File: config.mk
export PLATFORM = sky130hd
export DESIGN_NAME = lru_key_value_cache_flat
export DESIGN_NICKNAME = d
export VERILOG_FILES = /design/src/rtl/lkv_pkg.sv /design/src/rtl/lkv_if.sv /design/src/rtl/lkv_in_stage.sv /design/src/rtl/lkv_core.sv /design/src/rtl/lkv_out_stage.sv /design/src/rtl/lru_key_value_cache.sv /design/src/flat_wrapper.sv
export SDC_FILE = /design/constraint.sdc
export NUM_CORES = 2
export LEC_CHECK = 0
export BUFFER_PORTS_ARGS = -buffer_cell sky130_fd_sc_hd__buf_2
export CAP_MARGIN = 5
export CELL_PAD_IN_SITES_DETAIL_PLACEMENT = 1
export CELL_PAD_IN_SITES_GLOBAL_PLACEMENT = 1
export CORE_MARGIN = 2
export CORE_UTILIZATION = 56
export CTS_CLUSTER_DIAMETER = 150
export CTS_CLUSTER_SIZE = 20
export DETAILED_ROUTE_END_ITERATION = 6
export HOLD_SLACK_MARGIN = 0.15
export PLACE_DENSITY = 0.9
export REMOVE_ABC_BUFFERS = 1
export SLEW_MARGIN = 10
export SYNTH_ARGS = -nofsm -noshare
export SYNTH_HDL_FRONTEND = slang
export SYNTH_HIERARCHICAL = 1
export SYNTH_SLANG_ARGS = --single-unit
File: constraint.sdc
create_clock -name clk -period 14.43 [get_ports clk]
set_input_delay 0.7215 -clock clk [delete_from_list [all_inputs] [get_ports clk]]
set_output_delay 0.7215 -clock clk [all_outputs]
set_load 0.005 [all_outputs]
File: src/rtl/lkv_pkg.sv
package lkv_pkg;

    localparam int KeyBits     = 8;
    localparam int ValueBits   = 64;
    localparam int CapBits     = 5;
    localparam int MaxEntries  = 16;
    localparam int SlotBits    = $clog2(MaxEntries);
    localparam int CountBits   = $clog2(MaxEntries + 1);
    localparam int CapReset    = 16;

    localparam logic OP_GET = 1'b0;
    localparam logic OP_PUT = 1'b1;

    typedef struct packed {
        logic                 operation;
        logic [KeyBits-1:0]   key;
        logic [ValueBits-1:0] value;
    } req_t;

    typedef struct packed {
        logic                 hit;
        logic [ValueBits-1:0] read_value;
        logic                 evicted;
        logic [KeyBits-1:0]   evicted_key;
    } rsp_t;

endpackage

File: src/rtl/lkv_if.sv
interface lkv_req_if;
    import lkv_pkg::*;

    logic                 valid;
    logic                 ready;
    logic                 operation;
    logic [KeyBits-1:0]   key;
    logic [ValueBits-1:0] value;

    modport source (output valid, output operation, output key, output value, input ready);
    modport sink (input valid, input operation, input key, input value, output ready);
endinterface

interface lkv_rsp_if;
    import lkv_pkg::*;

    logic                 valid;
    logic                 ready;
    logic                 hit;
    logic [ValueBits-1:0] read_value;
    logic                 evicted;
    logic [KeyBits-1:0]   evicted_key;

    modport source (output valid, output hit, output read_value, output evicted,
                    output evicted_key, input ready);
    modport sink (input valid, input hit, input read_value, input evicted,
                  input evicted_key, output ready);
endinterface

File: src/rtl/lkv_in_stage.sv
module lkv_in_stage (
    input  logic          clk,
    input  logic          rst_n,
    lkv_req_if.sink       req,
    input  logic          advance,
    output logic          valid,
    output lkv_pkg::req_t item
);
    import lkv_pkg::*;

    logic valid_reg;
    logic valid_next;
    req_t item_reg;

    // A held request leaves in the same cycle a new one arrives.
    assign req.ready  = !valid_reg || advance;
    assign valid_next = (req.valid && req.ready) || (valid_reg && !advance);

    always_ff @(posedge clk or negedge rst_n)
    begin
        if (!rst_n)
        begin
            valid_reg <= 1'b0;
        end
        else
        begin
            valid_reg <= valid_next;
        end
    end

    always_ff @(posedge clk)
    begin
        if (req.valid && req.ready)
        begin
            item_reg.operation <= req.operation;
            item_reg.key       <= req.key;
            item_reg.value     <= req.value;
        end
    end

    assign valid = valid_reg;
    assign item  = item_reg;

endmodule

File: src/rtl/lkv_core.sv
module lkv_core (
    input  logic                        clk,
    input  logic                        rst_n,
    input  logic                        cfg_write_en,
    input  logic [lkv_pkg::CapBits-1:0] cfg_write_data,
    input  logic                        advance,
    input  lkv_pkg::req_t               item,
    output lkv_pkg::rsp_t               result
);
    import lkv_pkg::*;

    logic [CapBits-1:0]   capacity_reg;
    logic [CountBits-1:0] occ_reg;
    logic [CountBits-1:0] occ_next;
    logic [KeyBits-1:0]   slot_key_reg   [MaxEntries];
    logic [ValueBits-1:0] slot_value_reg [MaxEntries];
    // Recency rank of each live slot: zero is the most recent.
    logic [SlotBits-1:0]  rank_reg       [MaxEntries];
    logic [SlotBits-1:0]  rank_next      [MaxEntries];

    logic [CountBits-1:0]  eff_cap;
    logic [CountBits-1:0]  threshold;
    logic [MaxEntries-1:0] live;
    logic [MaxEntries-1:0] match;
    logic [MaxEntries-1:0] is_tail;
    logic [SlotBits-1:0]   hit_slot;
    logic [SlotBits-1:0]   tail_slot;
    logic [SlotBits-1:0]   new_slot;
    logic [SlotBits-1:0]   target;
    logic                  hit;
    logic                  full;
    logic                  put_miss;
    logic                  evict;
    logic                  touch;

    function automatic logic [SlotBits-1:0] encode(input logic [MaxEntries-1:0] oh);
        logic [SlotBits-1:0] idx;
        idx = '0;
        for (int i = 0; i < MaxEntries; i++)
        begin
            if (oh[i])
            begin
                idx = idx | SlotBits'(i);
            end
        end
        return idx;
    endfunction

    always_comb
    begin
        if (capacity_reg == '0)
        begin
            eff_cap = CountBits'(1);
        end
        else if (int'(capacity_reg) > MaxEntries)
        begin
            eff_cap = CountBits'(MaxEntries);
        end
        else
        begin
            eff_cap = CountBits'(capacity_reg);
        end
    end

    // Slots below the occupancy count hold exactly the cached keys, so a
    // compare on every live slot stands in for the presence table.
    always_comb
    begin
        for (int i = 0; i < MaxEntries; i++)
        begin
            live[i]    = CountBits'(i) < occ_reg;
            match[i]   = live[i] && (slot_key_reg[i] == item.key);
            is_tail[i] = live[i] && (CountBits'(rank_reg[i]) == occ_reg - CountBits'(1));
        end
    end

    assign hit       = |match;
    assign hit_slot  = encode(match);
    assign tail_slot = encode(is_tail);
    assign full      = occ_reg >= eff_cap;
    assign put_miss  = (item.operation == OP_PUT) && !hit;
    assign evict     = put_miss && full;
    assign new_slot  = full ? tail_slot : occ_reg[SlotBits-1:0];
    assign target    = hit ? hit_slot : new_slot;
    assign threshold = hit ? CountBits'(rank_reg[hit_slot]) : occ_reg;
    assign touch     = hit || put_miss;
    assign occ_next  = (put_miss && !full) ? occ_reg + CountBits'(1) : occ_reg;

    // On a hit, every slot more recent than the touched one ages by one; on a put miss, every other live slot does.
    always_comb
    begin
        for (int i = 0; i < MaxEntries; i++)
        begin
            if (SlotBits'(i) == target)
            begin
                rank_next[i] = '0;
            end
            else if (live[i] && (CountBits'(rank_reg[i]) < threshold))
            begin
                rank_next[i] = rank_reg[i] + SlotBits'(1);
            end
            else
            begin
                rank_next[i] = rank_reg[i];
            end
        end
    end

    always_comb
    begin
        result.hit         = hit;
        result.read_value  = (hit && (item.operation == OP_GET)) ?
                             slot_value_reg[hit_slot] : '0;
        result.evicted     = evict;
        result.evicted_key = evict ? slot_key_reg[tail_slot] : '0;
    end

    always_ff @(posedge clk or negedge rst_n)
    begin
        if (!rst_n)
        begin
            capacity_reg <= CapBits'(CapReset);
            occ_reg      <= '0;
        end
        else
        begin
            if (cfg_write_en)
            begin
                capacity_reg <= cfg_write_data;
            end
            if (advance)
            begin
                occ_reg <= occ_next;
            end
        end
    end

    always_ff @(posedge clk)
    begin
        if (advance && touch)
        begin
            for (int i = 0; i < MaxEntries; i++)
            begin
                rank_reg[i] <= rank_next[i];
            end
        end
        if (advance && put_miss)
        begin
            slot_key_reg[new_slot] <= item.key;
        end
        if (advance && (item.operation == OP_PUT))
        begin
            slot_value_reg[target] <= item.value;
        end
    end

endmodule

File: src/rtl/lkv_out_stage.sv
module lkv_out_stage (
    input  logic          clk,
    input  logic          rst_n,
    input  logic          load,
    input  lkv_pkg::rsp_t result,
    output logic          can_load,
    lkv_rsp_if.source     rsp
);
    import lkv_pkg::*;

    logic valid_reg;
    logic valid_next;
    rsp_t result_reg;

    assign can_load   = !valid_reg || rsp.ready;
    assign valid_next = load || (valid_reg && !rsp.ready);

    always_ff @(posedge clk or negedge rst_n)
    begin
        if (!rst_n)
        begin
            valid_reg <= 1'b0;
        end
        else
        begin
            valid_reg <= valid_next;
        end
    end

    always_ff @(posedge clk)
    begin
        if (load)
        begin
            result_reg <= result;
        end
    end

    assign rsp.valid       = valid_reg;
    assign rsp.hit         = result_reg.hit;
    assign rsp.read_value  = result_reg.read_value;
    assign rsp.evicted     = result_reg.evicted;
    assign rsp.evicted_key = result_reg.evicted_key;

endmodule

File: src/rtl/lru_key_value_cache.sv
// Channel  | Direction | Payload                                    | Handshake
// ---------+-----------+--------------------------------------------+------------
// req      | in        | operation, key, value                      | valid/ready
// rsp      | out       | hit, read_value, evicted, evicted_key      | valid/ready
// cfg      | in        | cfg_write_data (capacity)                  | cfg_write_en
//
// One request per cycle is taken unless the response side stalls; each result is registered in the response register.
// The lookup over all 16 slots and the recency update sit between the request
// register and the response register, so back-to-back requests see each other's updates.
// Reset empties the cache at once and sets capacity to 16; no clearing pass.
// A stalled response holds the response register; one more request waits in the
// request register, and then ready drops.
module lru_key_value_cache (
    input  logic                        clk,
    input  logic                        rst_n,
    lkv_req_if.sink                     req,
    lkv_rsp_if.source                   rsp,
    input  logic                        cfg_write_en,
    input  logic [lkv_pkg::CapBits-1:0] cfg_write_data
);
    import lkv_pkg::*;

    logic s1_valid;
    logic can_load;
    logic advance;
    req_t s1_item;
    rsp_t s1_result;

    assign advance = s1_valid && can_load;

    lkv_in_stage u_in_stage (
        .clk     (clk),
        .rst_n   (rst_n),
        .req     (req),
        .advance (advance),
        .valid   (s1_valid),
        .item    (s1_item)
    );

    lkv_core u_core (
        .clk            (clk),
        .rst_n          (rst_n),
        .cfg_write_en   (cfg_write_en),
        .cfg_write_data (cfg_write_data),
        .advance        (advance),
        .item           (s1_item),
        .result         (s1_result)
    );

    lkv_out_stage u_out_stage (
        .clk      (clk),
        .rst_n    (rst_n),
        .load     (advance),
        .result   (s1_result),
        .can_load (can_load),
        .rsp      (rsp)
    );

endmodule

File: src/flat_wrapper.sv
// flat-port wrapper written by rule: the top's interface ports become plain ports
module lru_key_value_cache_flat import lkv_pkg::*;
  (clk, rst_n, cfg_write_en, cfg_write_data, req_valid, req_operation, req_key, req_value, req_ready, rsp_valid, rsp_hit, rsp_read_value, rsp_evicted, rsp_evicted_key, rsp_ready);
  lkv_req_if req_i ();
  lkv_rsp_if rsp_i ();
  input  logic clk;
  input  logic rst_n;
  input  logic cfg_write_en;
  input  logic [lkv_pkg::CapBits-1:0] cfg_write_data;
  input wire logic [$bits(req_i.valid)-1:0] req_valid;
  input wire logic [$bits(req_i.operation)-1:0] req_operation;
  input wire logic [$bits(req_i.key)-1:0] req_key;
  input wire logic [$bits(req_i.value)-1:0] req_value;
  output wire logic [$bits(req_i.ready)-1:0] req_ready;
  output wire logic [$bits(rsp_i.valid)-1:0] rsp_valid;
  output wire logic [$bits(rsp_i.hit)-1:0] rsp_hit;
  output wire logic [$bits(rsp_i.read_value)-1:0] rsp_read_value;
  output wire logic [$bits(rsp_i.evicted)-1:0] rsp_evicted;
  output wire logic [$bits(rsp_i.evicted_key)-1:0] rsp_evicted_key;
  input wire logic [$bits(rsp_i.ready)-1:0] rsp_ready;
  assign req_i.valid = req_valid;
  assign req_i.operation = req_operation;
  assign req_i.key = req_key;
  assign req_i.value = req_value;
  assign req_ready = req_i.ready;
  assign rsp_valid = rsp_i.valid;
  assign rsp_hit = rsp_i.hit;
  assign rsp_read_value = rsp_i.read_value;
  assign rsp_evicted = rsp_i.evicted;
  assign rsp_evicted_key = rsp_i.evicted_key;
  assign rsp_i.ready = rsp_ready;
  lru_key_value_cache u_core (.clk(clk), .rst_n(rst_n), .req(req_i), .rsp(rsp_i), .cfg_write_en(cfg_write_en), .cfg_write_data(cfg_write_data));
endmodule
==> flow_summary.ini <==
[status]
outcome = completed

[place]
io_buffers = 158
dpl.cell_count = 5880
dp_hpwl_mm = 105
routabilityCongestion = 0.911

[timing]
period_share_pct = 53.9
fin_skew_ps = 46.9
fin_crit_ps = 7780
slew_violations = 0
rsz0062_at_grt = false
clock.fmax_mhz = 128
tightest_slew_ps = 1300
maxSlewHeadroom_pct = 13.2
hold_violations = 0
timing.hold.ws_ps = 187
setup_violations = 0

[synth]
synth-seq-cells = 1375
synth_compound_area_share_pct = 4.11
synth_top_family_by_area = simple AND/OR/NAND/NOR gates
synth_ff_type = edfxtp_1
yosysSeqAreaShare_pct = 69.8
async_flop_share_pct = 0.873
ys_warn_count = 6
synthAdderAreaFrac_pct = 1.53
syn_area_sq_um = 59100
synth_xor_area_share_pct = 3.63
synth_cells = 4569
synth-simple-area-share_pct = 17.1
synth-edff-count = 1363
synth_area_per_cell_sq_um = 12.9
synth_cell_type_count = 77
synth.area.mux_share_pct = 1.33

[clock_tree]
cts.sinks = 1375
cts_inserted_buffers = 78
cts_tree = yes
clock_path_buffers = 3
cts_resized = 0
cts.clk_slew.worst_paths_ps = 80
ctsRootBufferMaster = clkbuf_16
cts_setup_buffers = 0
clk_latency_ps = 720
cts.htree.levels = 3

[worst_setup_path]
crit_fanout = 79
worstSetupStartpointType = flop
crit_chain = a41oi_1 > or3_1 > nand4_2 > or3_4 > buf_4 > nor2_2 > o31ai_2 > and2_1 > nor2b_4 > buf_4
critPathCaptureType = flop
critPathSlowestCell = nor2b_4
crit_arrival_ps = 8100
slowest_delay_ps = 970
crit_path_frequent_cell = buf_4
worstPathRequired_ps = 14750
crit_type = flop to flop

[floorplanning]
die_w_um = 329
boundaryPins = 159
start_util_pct = 56.3
dieArea_sq_um = 108000
die_y_um = 329
core_area_sq_um = 105000
std_cell_rows = 119

[grt]
grt.overflow.total = 0
grt_pass1_vias = 42380
antenna_found_initial = 8
track_usage_pct = 33.3
grt_first_pass_wirelength_mm = 269
grt_max_degree = 197

[routing]
dr.pass1.iters = 6
drtIter0Drc = 4769
detail-route-antenna-nets = 0
drt_drc_violations_left = 0
wl_per_cell_um = 30.4
viasPerCell = 6.73
wl_mm = 182
vias = 40262

[pwr]
peakVddDrop_v = 0.000230
total_leakage_power_nw = 22.0
power.density_nw_per_um2 = 174

[flow_run]
maxCapViolCount = 0

[finish]
drive_gt1_share_pct = 8.71
fin_cells = 5983
nets = 4725
largest_reg_flops = 1024
area_delta_synth_final_pct = 6.52

[hold_path]
hold_class = input pin to flop
==> per-layer routing <==
metal	up-vias	global-route usage (%)	share of wire, %	wire length [um]
met5	-	0	0.041	74
met4	10	16.4	5.2	9370
met3	614	5.39	8.6	15700
met2	2492	55.5	49	89900
met1	20460	42.6	37	66800
li1	16686	-	-	-
==> worst max-delay path: cells and delay by family (launching register included) <==
kind                   cells  cell delay [ps]
DFF                        1              900
and+or+nand+nor            6             3210
AOI/OAI and AO/OA          2             1510
buffers and inverters      2             1680
==> synth_stat cells (36+ instances only) <==
library cell | instances | area share, %
a311o_1 | 64 | 1.1
a311oi_1 | 74 | 1.1
and3_1 | 155 | 1.6
buf_2 | 108 | 0.92
clkbuf_1 | 121 | 0.77
edfxtp_1 | 1363 | 69
ha_1 | 72 | 1.5
mux2_2 | 36 | 0.69
mux2i_1 | 38 | 0.64
nand2_1 | 1145 | 7.3
nand3_1 | 649 | 5.5
nand4_1 | 41 | 0.43
nor2_1 | 99 | 0.63
xnor2_1 | 140 | 2.1
xor2_1 | 74 | 1.1
==> kinds of logic after synthesis <==
kind of cell	Yosys count
simple gates	2220
flops	1375
buf+inv	306
compound gates	296
xor+xnor	226
mux	74
fa+ha+maj	72
==> what timing repair did <==
| action | 4_1_cts | 5_1_grt |
|---|---|---|
| endpoints found under the hold margin | 12 | 0 |
| endpoints found under the setup margin | 0 | 0 |
| hold buffers | 1 | 0 |
==> path summary, 6_finish.rpt <==
| kind | from | to | slack, ps | depth (start not counted) |
|---|---|---|---|---|
| max | u_core/u_core/occ_reg[1] | u_core/u_core/slot_value_reg[12][40] | 6650 | 10 |
| min | req_operation | u_core/u_in_stage/item[72] | 190 | 1 |
| max reg2reg | u_core/u_core/occ_reg[1] | u_core/u_core/slot_value_reg[12][40] | 6650 | 10 |
| min reg2reg | u_core/u_core/capacity_reg[0] | u_core/u_core/capacity_reg[0] | 540 | 1 |
| max in group asynchronous | rst_n | u_core/u_core/capacity_reg[4] | 13740 | 2 |
| min in group asynchronous | rst_n | u_core/u_core/capacity_reg[0] | 420 | 2 |
==> cell type report <==
type	instances	area, sq um
multi-input cells	2888	16500
diodes	2	5.00
clock inverters	8	103
repair buffers	220	1300
inverters	7	26.3
clock buffers	92	2000
flip-flops and latches	1375	41200
fillers	10075	42100
well taps	1391	1740
==> where the power goes <==
group | switching, W | internal [W] | total, W
clock network | 0.00128 | 0.000993 | 0.00227
registers | 0.000349 | 0.00501 | 0.00536
logic | 0.00221 | 0.00108 | 0.00329
total | 0.00384 | 0.00708 | 0.0109
==> per-stage QoR <==
step	setup slack, ps	setup TNS, ps	power (W)	area, sq um	util (%)
3_3_place_gp	7160	0	0.00835	60800	57.9
3_5_place_dp	6960	0	0.00859	60800	57.9
2_1_floorplan	-3990	-556520	0.00749	57600	-
6_report	6650	0	0.0109	62900	59.9
4_1_cts	6860	0	0.0108	62900	59.9
5_1_grt	6360	0	0.0112	62900	59.9
==> placed cells by master (no fill, tap or decap), drive strengths merged, types with 44 or more instances in the layout <==
cell type	instances
edfxtp	1363
nand2	1146
nand3	649
buf	219
and3	155
xnor2	142
nor2	102
clkbuf	92
a311oi	75
xor2	74
ha	72
a311o	64
nand4	44
Power figures use the tool's default switching activity.
